`config.mk`:
```
export PLATFORM = sky130hd
export DESIGN_NAME = lrtr_ctrl
export DESIGN_NICKNAME = d
export VERILOG_FILES = /design/src/hw/rtl/lrtr_pkg.sv /design/src/hw/rtl/lrtr_ctrl.sv
export SDC_FILE = /design/constraint.sdc
export NUM_CORES = 1
export LEC_CHECK = 0
export BUFFER_PORTS_ARGS = -buffer_cell sky130_fd_sc_hd__buf_4
export CORE_ASPECT_RATIO = 1.1
export CORE_UTILIZATION = 48
export DETAILED_ROUTE_END_ITERATION = 6
export PLACE_DENSITY_LB_ADDON = 0.3
export REMOVE_ABC_BUFFERS = 1
export SYNTH_ARGS = -nofsm -noshare
export SYNTH_HDL_FRONTEND = slang
export SYNTH_SLANG_ARGS = --single-unit
export TNS_END_PERCENT = 50
```
`constraint.sdc`:
```
create_clock -name clock -period 1.6 [get_ports clock]
set_input_delay 0.32 -clock clock [delete_from_list [all_inputs] [get_ports clock]]
set_output_delay 0.32 -clock clock [all_outputs]
set_load 0.1 [all_outputs]
```
`src/hw/rtl/lrtr_pkg.sv`:
```
// ----------------------------------------------------------------------------
// lrtr_pkg
// shared types and constants of the line, rectangle and triangle rasterizer
// ----------------------------------------------------------------------------
package lrtr_pkg;

   localparam int COORD_W = 8;
   localparam int KIND_W  = 3;
   localparam int PROD_W  = 2 * COORD_W;
   localparam int REQ_DATA_W = 56;
   localparam int RSP_DATA_W = 8;

   // request kinds
   typedef enum logic [KIND_W-1:0] {
      K_CLEAR   = 3'd0,
      K_LINE    = 3'd1,
      K_OUTLINE = 3'd2,
      K_FILL    = 3'd3,
      K_TRI     = 3'd4,
      K_READ    = 3'd5
   } req_kind_type;

   // controller to datapath commands, each a one-cycle pulse
   typedef struct packed {
      logic       clr_start;
      logic       clr_zero;
      logic       seg_start;
      logic [1:0] seg_sel;
      logic       rect_start;
      logic       rd_start;
   } cmd_type;

   // datapath to controller status
   typedef struct packed {
      logic busy;
      logic pixel;
   } sts_type;

endpackage

```
`src/hw/rtl/lrtr_ctrl.sv`:
```
// ----------------------------------------------------------------------------
// lrtr_ctrl
// controller: request sequencing, edge list of shapes and result register
// ----------------------------------------------------------------------------
module lrtr_ctrl (
   input  logic                         clock,
   input  logic                         reset,
   input  logic                         req_tvalid,
   output logic                         req_tready,
   input  logic [lrtr_pkg::KIND_W-1:0]  req_kind,
   output logic                         rsp_tvalid,
   input  logic                         rsp_tready,
   output logic                         rsp_pixel,
   output lrtr_pkg::cmd_type            cmd,
   input  lrtr_pkg::sts_type            sts
);
   import lrtr_pkg::*;

   typedef enum logic [3:0] {
      S_INIT, S_INITW, S_IDLE, S_DISP, S_SEG, S_SEGW, S_CLRW, S_RECTW, S_RDW, S_FIN
   } state_type;

   state_type          state_ff, state_in;
   cmd_type            cmd_ff, cmd_in;
   logic [KIND_W-1:0]  kind_ff, kind_in;
   logic [1:0]         seg_idx_ff, seg_idx_in;
   logic [1:0]         seg_last;
   logic               rsp_valid_ff, rsp_valid_in;
   logic               rsp_pixel_ff, rsp_pixel_in;

   // index of the last edge of the shape
   always_comb begin
      case (kind_ff)
         K_OUTLINE: seg_last = 2'd3;
         K_TRI:     seg_last = 2'd2;
         default:   seg_last = 2'd0;
      endcase
   end

   // next state, commands and result register
   always_comb begin
      state_in     = state_ff;
      cmd_in       = '0;
      kind_in      = kind_ff;
      seg_idx_in   = seg_idx_ff;
      rsp_valid_in = rsp_valid_ff && !rsp_tready;
      rsp_pixel_in = rsp_pixel_ff;
      unique case (state_ff) inside
         S_INIT: begin
            cmd_in.clr_start = 1'b1;
            cmd_in.clr_zero  = 1'b1;
            state_in         = S_INITW;
         end
         S_INITW: begin
            if (!sts.busy) state_in = S_IDLE;
         end
         S_IDLE: begin
            if (req_tvalid) begin
               kind_in  = req_kind;
               state_in = S_DISP;
            end
         end
         S_DISP: begin
            seg_idx_in = '0;
            unique case (kind_ff) inside
               K_CLEAR: begin
                  cmd_in.clr_start = 1'b1;
                  state_in         = S_CLRW;
               end
               K_LINE, K_OUTLINE, K_TRI: state_in = S_SEG;
               K_FILL: begin
                  cmd_in.rect_start = 1'b1;
                  state_in          = S_RECTW;
               end
               K_READ: begin
                  cmd_in.rd_start = 1'b1;
                  state_in        = S_RDW;
               end
               default: state_in = S_FIN;
            endcase
         end
         S_SEG: begin
            cmd_in.seg_start = 1'b1;
            cmd_in.seg_sel   = seg_idx_ff;
            state_in         = S_SEGW;
         end
         S_SEGW: begin
            if (!sts.busy) begin
               if (seg_idx_ff == seg_last) begin
                  state_in = S_FIN;
               end else begin
                  seg_idx_in = seg_idx_ff + 1'b1;
                  state_in   = S_SEG;
               end
            end
         end
         S_CLRW, S_RECTW: begin
            if (!sts.busy) state_in = S_FIN;
         end
         S_RDW: begin
            state_in = S_FIN;
         end
         S_FIN: begin
            if (!rsp_valid_ff || rsp_tready) begin
               rsp_valid_in = 1'b1;
               rsp_pixel_in = (kind_ff == K_READ) ? sts.pixel : 1'b0;
               state_in     = S_IDLE;
            end
         end
         default: state_in = S_IDLE;
      endcase
   end

   // state and registered outputs
   always_ff @(posedge clock) begin
      if (reset) begin
         state_ff     <= S_INIT;
         cmd_ff       <= '0;
         kind_ff      <= '0;
         seg_idx_ff   <= '0;
         rsp_valid_ff <= 1'b0;
         rsp_pixel_ff <= 1'b0;
      end else begin
         state_ff     <= state_in;
         cmd_ff       <= cmd_in;
         kind_ff      <= kind_in;
         seg_idx_ff   <= seg_idx_in;
         rsp_valid_ff <= rsp_valid_in;
         rsp_pixel_ff <= rsp_pixel_in;
      end
   end

   assign req_tready = (state_ff == S_IDLE);
   assign rsp_tvalid = rsp_valid_ff;
   assign rsp_pixel  = rsp_pixel_ff;
   assign cmd        = cmd_ff;

   // an edge starts only on an idle walker
   a_seg_idle: assert property (@(posedge clock) disable iff (reset)
      (state_ff == S_SEG) |-> !sts.busy)
      else $error("edge started while walker busy");

   // a finished item waits while the result register is still held and not accepted
   a_fin_hold: assert property (@(posedge clock) disable iff (reset)
      (state_ff == S_FIN && rsp_valid_ff && !rsp_tready) |=> (state_ff == S_FIN))
      else $error("result register overwritten");

   // only a read returns a set pixel
   a_pixel_read: assert property (@(posedge clock) disable iff (reset)
      ($rose(rsp_valid_ff) && rsp_pixel_ff) |-> (kind_ff == K_READ))
      else $error("pixel set on a non-read item");

endmodule

```
Word-level counts from Yosys, hierarchy flattened
Cells that the tools add are included.

word-level totals
  register bits after elaboration = 18

operators by class
  eq/ne operators = 21
  $add $sub $neg = 1
  muxes and demuxes = 21
  reduce and logical (&&, ||, !) cells = 15
  bitwise operators = 2

operator list
  operator                                                               count
  4-bit case mux with 9 select lines                                     1
  4-bit 2-to-1 mux                                                       6
  4-bit by 3-bit equality test with 1-bit output, second input constant  4
  4-bit case mux with 4 select lines                                     1
  2-bit inequality test, second input constant                           5
  4-bit by 2-bit equality test with 1-bit output, second input constant  2
  4-bit equality test, second input constant                             2
  2-bit case mux with 2 select lines                                     2
  1-bit 2-to-1 mux                                                       7
  3-bit by 2-bit equality test with 1-bit output, second input constant  2
  3-bit equality test, second input constant                             2
  2-bit OR reduction                                                     3
  5-bit AND reduction                                                    1
  4-bit by 1-bit equality test with 1-bit output, second input constant  1
  4-bit zero test                                                        1
  2-bit 2-to-1 mux                                                       2
  2-bit AND reduction                                                    2
  3-bit by 1-bit equality test with 1-bit output, second input constant  1
  3-bit zero test                                                        1
  3-bit 2-to-1 mux                                                       1
  3-bit AND reduction                                                    1
  3-bit OR reduction                                                     1
  2-bit by 1-bit adder with 2-bit output, second input constant          1
  2-bit equality test                                                    1
  7 further kinds                                                        9

Longest topological paths before layout
Gate-level depths: netlist of the first run.

  depth in word-level cells = 6
  depth in mapped cells = 6
  gate-level depth less buffers = 4

Least setup slack after synthesis of the first run
Ideal clock, no wire load.

  kind = reg-to-reg
  start = reg state_ff[2]
  end = reg kind_ff[0]
  path buffers = 1
  data arrival time = 2.884 ns
  data required time = 1.468 ns
  path slack = -1.416 ns
  period minus slack after synthesis = 3.016 ns
  cell stages (with the launch flop) = 6
  path through = dfxtp_1 clkbuf_1 nor4b_2 nand2_1 nand2_1 a21oi_1

between the ends
  longest elaborated chain between the ends = 2

RTL lines
  item                                            RTL line          source
  from (decl)                                     lrtr_ctrl.sv:23   state_type state_ff, state_in;
  from (signal assigned)                          lrtr_ctrl.sv:124  state_ff <= state_in;
  4-bit by 2-bit equality test with 1-bit output  --
  via req_tready                                  lrtr_ctrl.sv:9    output logic req_tready,
  2-bit AND reduction (no line)                   --
  to (signal assigned)                            lrtr_ctrl.sv:126  kind_ff <= kind_in;
  to (decl)                                       lrtr_ctrl.sv:25   logic [KIND_W-1:0] kind_ff, kind_in;

The timed path passes the listed nets, and every way through them passes these cells.
A chain may end at the register's enable or synchronous reset.

Worst setup path in the final report of the first run
  start = reg state_ff[2]
  end = out req_tready

between the ends
  longest elaborated chain between the ends = 1

RTL lines
  item                                            RTL line          source
  4-bit by 2-bit equality test with 1-bit output  lrtr_ctrl.sv:133  assign req_tready = (state_ff == S_IDLE);
  to (decl)                                       lrtr_ctrl.sv:9

No other way between the ends.

==> results.txt, run 1 <==
- Outcome: completed
* Number of rows in the core area: 16
- Largest incremental delay on the critical path: 0.38 ns
- Once placement completed, the tool counted placed cells totaling 165.
* Critical path required time: 1.28 ns
- Static power due to leakage: 0.542 nW
- Pin placement for this block handled 19 I/O pins.
- Port Buffers: 18
- In the synthesized netlist, the cells that appear most often are sky130_fd_sc_hd__dfxtp_1 (18), sky130_fd_sc_hd__a21oi_1 (11), sky130_fd_sc_hd__nand2_1 (9), sky130_fd_sc_hd__nor3_1 (8), sky130_fd_sc_hd__nand2b_1 (6).
- The critical path goes through nor4b_4 > buf_4 > buf_12.
- Count of H-tree levels built during CTS: 1
- Syn Area/Cell: 8.71 sq um
- Number of sinks driven by the clock tree: 18
- In this run the critical register-to-register path is launched from state_ff[2].
- Number of max-slew violations in the final report: 0
* Starting utilization of the core area: 0.529
- Number of buffers and inverters on the critical path: 2
- Register-to-Register Setup Slack: 0.07 ns
- The number of global-route vias before repair is 833.
* Worst relative slew slack: 0.657
- Final estimated routing congestion in global placement: 0.857
* Type of element capturing the critical path: primary output
* Crit Path Max Fanout: 4
* Hold depth: 3
* Distinct cell type count of the synthesized netlist: 44
- The number of antenna diodes in the final layout is 0.
- Detailed placement ended at an HPWL of 1.71 mm.
* Detailed Route Iter0 Violations: 47
* Portion of the clock cycle consumed by the worst path in the final layout: 0.998
- The tightest hold path in the finished design has a slack of 0.274 ns.
- Summed over all layers, the routed wires come to 2.47 mm.
* Final Hold Vio Count: 0
- Worst min-delay path category: in -> reg
- The cell sitting at the root of the clock tree is a sky130_fd_sc_hd__clkbuf_4.
- Number of vias after detailed routing: 1007
- Among all stages on the critical path, the largest delay is contributed by sky130_fd_sc_hd__dfxtp_4.
- Entering global routing, the biggest net connects 12 pins.
- Number of register bits inferred by synthesis: 18
- Register area share after synthesis: 0.366
- Setup repair after global routing could not meet its margin everywhere.
* Total Routing Usage GR: 0.224
* Synth warn: 0
* Upper clock frequency limit: 626 MHz
- Remaining antenna violation count: 0
* Number of fillers in the final layout: 139
- sky130_fd_sc_hd__dfxtp_1 takes more of the synthesized area than any other cell.
- Top FF cell, synth: sky130_fd_sc_hd__dfxtp_1
- The clock arrives with 0.000409 ns of skew.
- After detailed routing, the average wire length per cell comes to 14.2 um.
- The worst setup path is launched from a register.
* EDFF count, synth: 0
* Met1 routing resource usage after global routing: 0.289
* Chip Width: 45.2 um
- The worst setup path is of the reg -> out kind.
* Relative area change from synthesis to final layout: 35.3%
- Power density normalized to cell area: 1470 nW/um^2
- Share of layout cells above drive strength 1: 0.374
- The worst hold path terminates at kind_ff[1].
- Minimum clock period after layout: 1.60 ns
* Total congestion overflow: 0
* Die extent in y: 49.5 um
- Final number of setup-violating endpoints: 0
* Cells after synthesis: 113
- Worst R2R Path Depth: 5
- Area share of the largest cell type after synthesis: 0.366
- Number of buffers added by the clock tree synthesis step: 3
- Number of stages on the worst setup path: 3
- Number of antenna violations at the first check in global routing: 0
- Broken down by cell family, the worst path's largest delay share belongs to flip-flops.
- Clock tree from TritonCTS: yes
- Iteration count of the initial detailed-routing pass: 4
- Max IR drop VDD: 1360 uV
- Vias per cell: 5.79
- Total Power Consumption: 0.00196 W
- Die area: 2240 sq um
- Clk Latency, worst-skew pair: 0.29 ns
- The first global-routing pass estimated 3.70 mm of wire.
- Most utilized layer in the global route result: met2
- Top area cells in the synthesized netlist: sky130_fd_sc_hd__dfxtp_1 (37%), sky130_fd_sc_hd__a21oi_1 (5.6%), sky130_fd_sc_hd__nor3_1 (4.1%), sky130_fd_sc_hd__nand2b_1 (3.8%), sky130_fd_sc_hd__nand2_1 (3.4%)
* Cell area after synthesis: 985 sq um
- For this run, global-route usage on met2 was measured as 0.362.
- Final Non-Filler Cells: 174
* Share of async-settable or async-resettable flops after synthesis: 0
* Hold path start: req_kind[1]
- For this run, global-route usage on met3 was measured as 0.0366.
* Cell with the most instances after synthesis: sky130_fd_sc_hd__dfxtp_1
- MaxCap Viol Count: 0
* Critical path arrival: 1.28 ns
- DRC Markers: 0
- The clock passes through at most 2 buffers.
- In this run the critical register-to-register path is captured at state_ff[3].
- Core area: 1860 sq um
* Slew of the pin with the lowest slew margin: 0.511 ns
- Clock slew at the register clock pins of the worst setup and hold paths: 0.10 ns
* Total Nets Final: 158
-- per-layer routing --
layer | vias to the layer above | routed length (um) | part of all wire
li1 | 483 | - | -
met1 | 462 | 975 | 0.40
met2 | 57 | 1260 | 0.51
met3 | 5 | 199 | 0.081
met4 | 0 | 37 | 0.015
met5 | - | 0 | 0
-- flip-flops by register name (all words and copies together), names as in the netlist --
| name | count |
|---|---|
| cmd | 7 |
| kind_ff | 3 |
| rsp_pixel | 1 |
| rsp_tvalid | 1 |
| seg_idx_ff | 2 |
| state_ff | 4 |
-- cells in the final DEF, fill, tap and decap left out, types with 2 or more instances in the layout --
cell / synthesis / routed
sky130_fd_sc_hd__clkbuf_4: 0 / 3
sky130_fd_sc_hd__nor2_1: 2 / 2
sky130_fd_sc_hd__buf_4: 1 / 38
sky130_fd_sc_hd__nand3_1: 3 / 3
sky130_fd_sc_hd__a211oi_1: 2 / 2
sky130_fd_sc_hd__dfxtp_2: 0 / 3
sky130_fd_sc_hd__nor3_1: 8 / 8
sky130_fd_sc_hd__and2_1: 2 / 2
sky130_fd_sc_hd__a21oi_1: 11 / 11
sky130_fd_sc_hd__nand2b_1: 6 / 5
sky130_fd_sc_hd__a31oi_1: 2 / 2
sky130_fd_sc_hd__o21a_1: 3 / 3
sky130_fd_sc_hd__inv_1: 5 / 5
sky130_fd_sc_hd__dfxtp_1: 18 / 12
sky130_fd_sc_hd__dfxtp_4: 0 / 3
sky130_fd_sc_hd__nand2_1: 9 / 9
sky130_fd_sc_hd__or2_1: 2 / 2
sky130_fd_sc_hd__nor4b_4: 1 / 2
sky130_fd_sc_hd__o211ai_1: 2 / 2
sky130_fd_sc_hd__mux2i_1: 2 / 2
sky130_fd_sc_hd__nor4bb_1: 2 / 2
sky130_fd_sc_hd__and3_1: 2 / 2
-- power by group --
group	internal, W	total (W)	switching [W]	leakage, nW
Combinational	0.000460	0.00109	0.000631	0.378
Sequential	0.000535	0.000637	0.000103	0.150
Clock	0.0000878	0.000228	0.000140	0.0138
-- worst max-delay path by stage --
stage	start	endpoint
6_report	state_ff[2]	req_tready
5_1_grt	state_ff[2]	req_tready
4_1_cts	state_ff[2]	req_tready
3_5_place_dp	state_ff[2]	state_ff[0]
3_3_place_gp	state_ff[2]	state_ff[3]
2_1_floorplan	state_ff[1]	kind_ff[0]
-- cells by family (layout without fill, tap and decap cells) --
logic type / after synthesis / count (layout) / share of synthesized area
xor+xnor: 1 / 1 / 0.00890
flops: 18 / 18 / 0.366
compound gates: 34 / 34 / 0.244
buf+inv: 14 / 48 / 0.0826
simple gates: 44 / 44 / 0.278
mux: 2 / 2 / 0.0203
-- cell type report --
type / instances / area (sq um) / share of cell area
Multi-Input combinational cell: 81 / 566 / 0.424
Sequential cell: 18 / 375 / 0.282
Timing Repair Buffer: 40 / 317 / 0.238
Tap cell: 27 / 33.8 / 0.0254
Clock buffer: 3 / 22.5 / 0.0169
Inverter: 5 / 18.8 / 0.0141
-- worst reg2reg max path, stage by stage (launching register included) --
cell and delay (ns):
sky130_fd_sc_hd__dfxtp_4 0.38, sky130_fd_sc_hd__buf_4 0.15, sky130_fd_sc_hd__or2_1 0.30, sky130_fd_sc_hd__a21oi_1 0.16, sky130_fd_sc_hd__o21bai_1 0.16, sky130_fd_sc_hd__a221oi_1 0.29
-- timing repair --
| item | CTS | global route |
|---|---|---|
| setup buffers | 1 | 5 |
| gates resized for setup | 7 | 11 |
| endpoints found under the setup margin | 2 | 4 |
| pin swaps | 0 | 1 |
| hold buffers | 0 | 0 |
-- per-stage QoR --
| stage | utilization | TNS [ns] | setup WS, ns | cell area, sq um |
|---|---|---|---|---|
| 2_1_floorplan | - | -6.43 | -1.37 | 922 |
| 3_3_place_gp | 0.651 | 0 | 0.0721 | 1210 |
| 3_5_place_dp | 0.651 | 0 | 0.0158 | 1210 |
| 4_1_cts | 0.677 | 0 | 0.0188 | 1260 |
| 5_1_grt | 0.716 | -0.0993 | -0.0721 | 1330 |
| 6_report | 0.716 | 0 | 0.00254 | 1330 |
Power figures use the tool's default switching activity.
==> inputs of run 2 (changes only) <==
CORE_UTILIZATION = 30   (was 48)
==> results.txt, run 2 (synthesized netlist as in run 1, its figures left out) <==
* Outcome: complete, but fails checks
- Failing checks: negative setup slack
- The kind of cell with the highest combined delay along the critical path is buffers and inverters.
- Largest incremental delay on the critical path: 0.37 ns (about the same)
- Count of placed standard cells including taps: 173 (+4.8%)
* Iteration count of the initial detailed-routing pass: 4 (unchanged)
* Post-Route Utilization: 0.438 (-0.278)
* Portion of the clock cycle consumed by the worst path in the final layout: 1.02 (+0.0179)
- The least setup slack across all paths after layout was -0.0262 ns (-0.0287 ns).
- DRC Markers: 0 (unchanged)
* Final Non-Filler Cells: 179 (+2.9%)
- Relative area change from synthesis to final layout: 36.7%
- Upper clock frequency limit: 615 MHz (-1.8%)
- Number of flip-flops in the largest register: 7 (unchanged)
* Launch point of the worst reg-to-reg path: kind_ff[0]
* Routed wire length per instance: 14.0 um (-1.3%)
- Total Routing Usage GR: 0.146 (-0.0788)
* Clock slew at the register clock pins of the worst setup and hold paths: 0.10 ns (about the same)
- The accumulated negative setup slack is -0.0262 ns (-0.0262 ns).
- Total Nets Final: 155 (-1.9%)
- The total wirelength of the detailed-routed design was 2.51 mm (+1.5%).
- Most common library cell in the layout ignoring fill and taps: sky130_fd_sc_hd__buf_4
- Hold path start: req_kind[2]
- Count of H-tree levels built during CTS: 1 (unchanged)
- Number of max-slew violations in the final report: 0 (unchanged)
- The number of buffer and inverter stages on the critical path is 2 (unchanged).
- Number of top-level design ports: 19 (unchanged)
- The worst reg-to-reg setup slack was 0.05 ns (-0.02 ns).
- The pin count of the biggest net entering global routing is 12 (unchanged).
- Wire length of the first global-routing pass: 3.91 mm (+5.8%)
- Die extent in y: 62.1 um (+25%)
- The placement-stage cell area came to 1230 sq um (+1.3%).
- The tightest min-delay check is of the in -> reg type.
* Final estimated routing congestion in global placement: 0.968 (+13%)
- Worst setup skew after layout: 0.00132 ns (+0.000914 ns)
* Most frequent CP cell: sky130_fd_sc_hd__buf_6
- Path type of the worst setup path: reg -> out
- Number of buffers added by the clock tree synthesis step: 3 (unchanged)
- Cells along the critical path: buf_6 > nor4b_4 > buf_6
* Unrepaired setup endpoints after global routing: yes
- Final number of setup-violating endpoints: 1 (+1)
- The number of max-capacitance violations reported came to 0 (unchanged).
- The fraction of final layout cells sized beyond drive strength 1 came to 0.400 (+0.0259).
- Design area: 1350 sq um (+1.0%)
- The x dimension of the die is 56.6 um (+25%).
* Minimum clock period after layout: 1.63 ns (+0.0287 ns)
- Number of antenna violations at the first check in global routing: 0 (unchanged)
- Worst R2R Path Depth: 4 (-1)
- The full die area was 3520 sq um (+57%).
* Power density normalized to cell area: 1440 nW/um^2 (-1.8%)
- The mean number of vias per cell is 5.31 (-8.2%).
* Slowest-stage cell, CP: sky130_fd_sc_hd__dfxtp_4
* Critical path required time: 1.28 ns (about the same)
- Longest Clk Path Bufs: 2 (unchanged)
* Leading cell types in the layout, fill and taps excluded: sky130_fd_sc_hd__buf_4 (35), sky130_fd_sc_hd__dfxtp_1 (13), sky130_fd_sc_hd__a21oi_1 (10), sky130_fd_sc_hd__nand2_1 (9), sky130_fd_sc_hd__nor3_1 (8)
- Worst Hold End: kind_ff[2]
- Type of element capturing the critical path: primary output
- Antenna diodes: 0 (unchanged)
* Detailed Route Iter0 Violations: 34 (-28%)
- Slew of the pin with the lowest slew margin: 0.356 ns (-0.155 ns)
- The total grt overflow came to 0 (unchanged).
* Number of sinks driven by the clock tree: 18 (unchanged)
- The overall via count from detail_route is 951 (-5.6%).
- Port Buffers: 18 (unchanged)
- Worst relative slew slack: 0.760 (+0.103)
* Clk Latency, worst-skew pair: 0.30 ns (about the same)
* Startpoint class of the critical path: register
* Max IR drop VDD: 1110 uV (-19%)
* Number of rows in the core area: 21 (+5)
* Remaining antenna violation count: 0 (unchanged)
- Via count of the first global-routing pass: 864 (+3.7%)
- The static leakage is 0.537 nW (-0.87%).
- Crit Path Max Fanout: 2 (-2)
- Final Hold Vio Count: 0 (unchanged)
* Critical path arrival: 1.31 ns (+0.03 ns)
- Clock tree from TritonCTS: yes
* Core area: 3070 sq um (+65%)
* Detailed-placement wirelength estimate: 1.80 mm (+5.0%)
- The number of instances on the worst hold path came to 3 (unchanged).
- Terminus of the critical flop-to-flop path: seg_idx_ff[0]
- Cell chosen for the clock root: sky130_fd_sc_hd__clkbuf_4
- Hold buffers post-CTS: 0 (unchanged)
- Starting utilization of the core area: 0.320 (-0.209)
-- run 2: changes by cell type in the layout (fill, tap and decap cells not counted), sizes merged --
cell,previous run,this run
buf,40,37
clkbuf,3,4
-- run 2: how the worst max path moves through the flow --
stage,from,endpoint,slack (ns),cells past startpoint
final,state_ff[2],req_tready,-0.03,3
after detailed placement,seg_idx_ff[0],seg_idx_ff[0],0.03,4
after floorplan,state_ff[1],kind_ff[0],-1.37,4
after global placement,seg_idx_ff[0],seg_idx_ff[0],0.07,4
after CTS,state_ff[2],req_tready,-0.05,3
after global routing,state_ff[2],req_tready,-0.1,3
-- run 2: worst min-delay path: cells and delay by family --
kind / cells / cell delay [ns]
and+or+nand+nor: 1 / 0.06
buffers and inverters: 1 / 0.11
AOI/OAI and AO/OA: 1 / 0.05
-- run 2: cell type report --
class	count	area (sq um)
Inverter	5	18.8
Sequential cell	18	369
Timing Repair Buffer	37	285
Clock buffer	4	36.3
Fill cell	302	1730
Tap cell	34	42.5
Multi-Input combinational cell	81	594
-- run 2: what timing repair did --
action                                  in CTS  in global routing
gates resized for setup                      8                  9
gates cloned                                 0                  0
buffers inserted                             2                  0
pin swaps                                    1                  2
endpoints found under the setup margin       1                  5
-- run 2: power by group --
group          switching, W  internal (W)  total [W]
Combinational      0.000637      0.000405    0.00104
Sequential        0.0000946      0.000523   0.000617
Clock              0.000144      0.000139   0.000283
-- run 2: per-layer routing --
layer | part of all wire | track usage
met4 | 0.010 | 0.0418
met5 | 0 | 0
met2 | 0.48 | 0.269
met3 | 0.049 | 0.0311
met1 | 0.46 | 0.173
-- run 2: metrics by stage --
stage	hold slack, ns	worst slack [ns]	total power [W]
after floorplan	0.389	-1.37	0.00120
after global placement	0.479	0.0664	0.00153
after detailed placement	0.492	0.0319	0.00154
after CTS	0.261	-0.0477	0.00188
after global routing	0.269	-0.0965	0.00205
final	0.273	-0.0262	0.00194
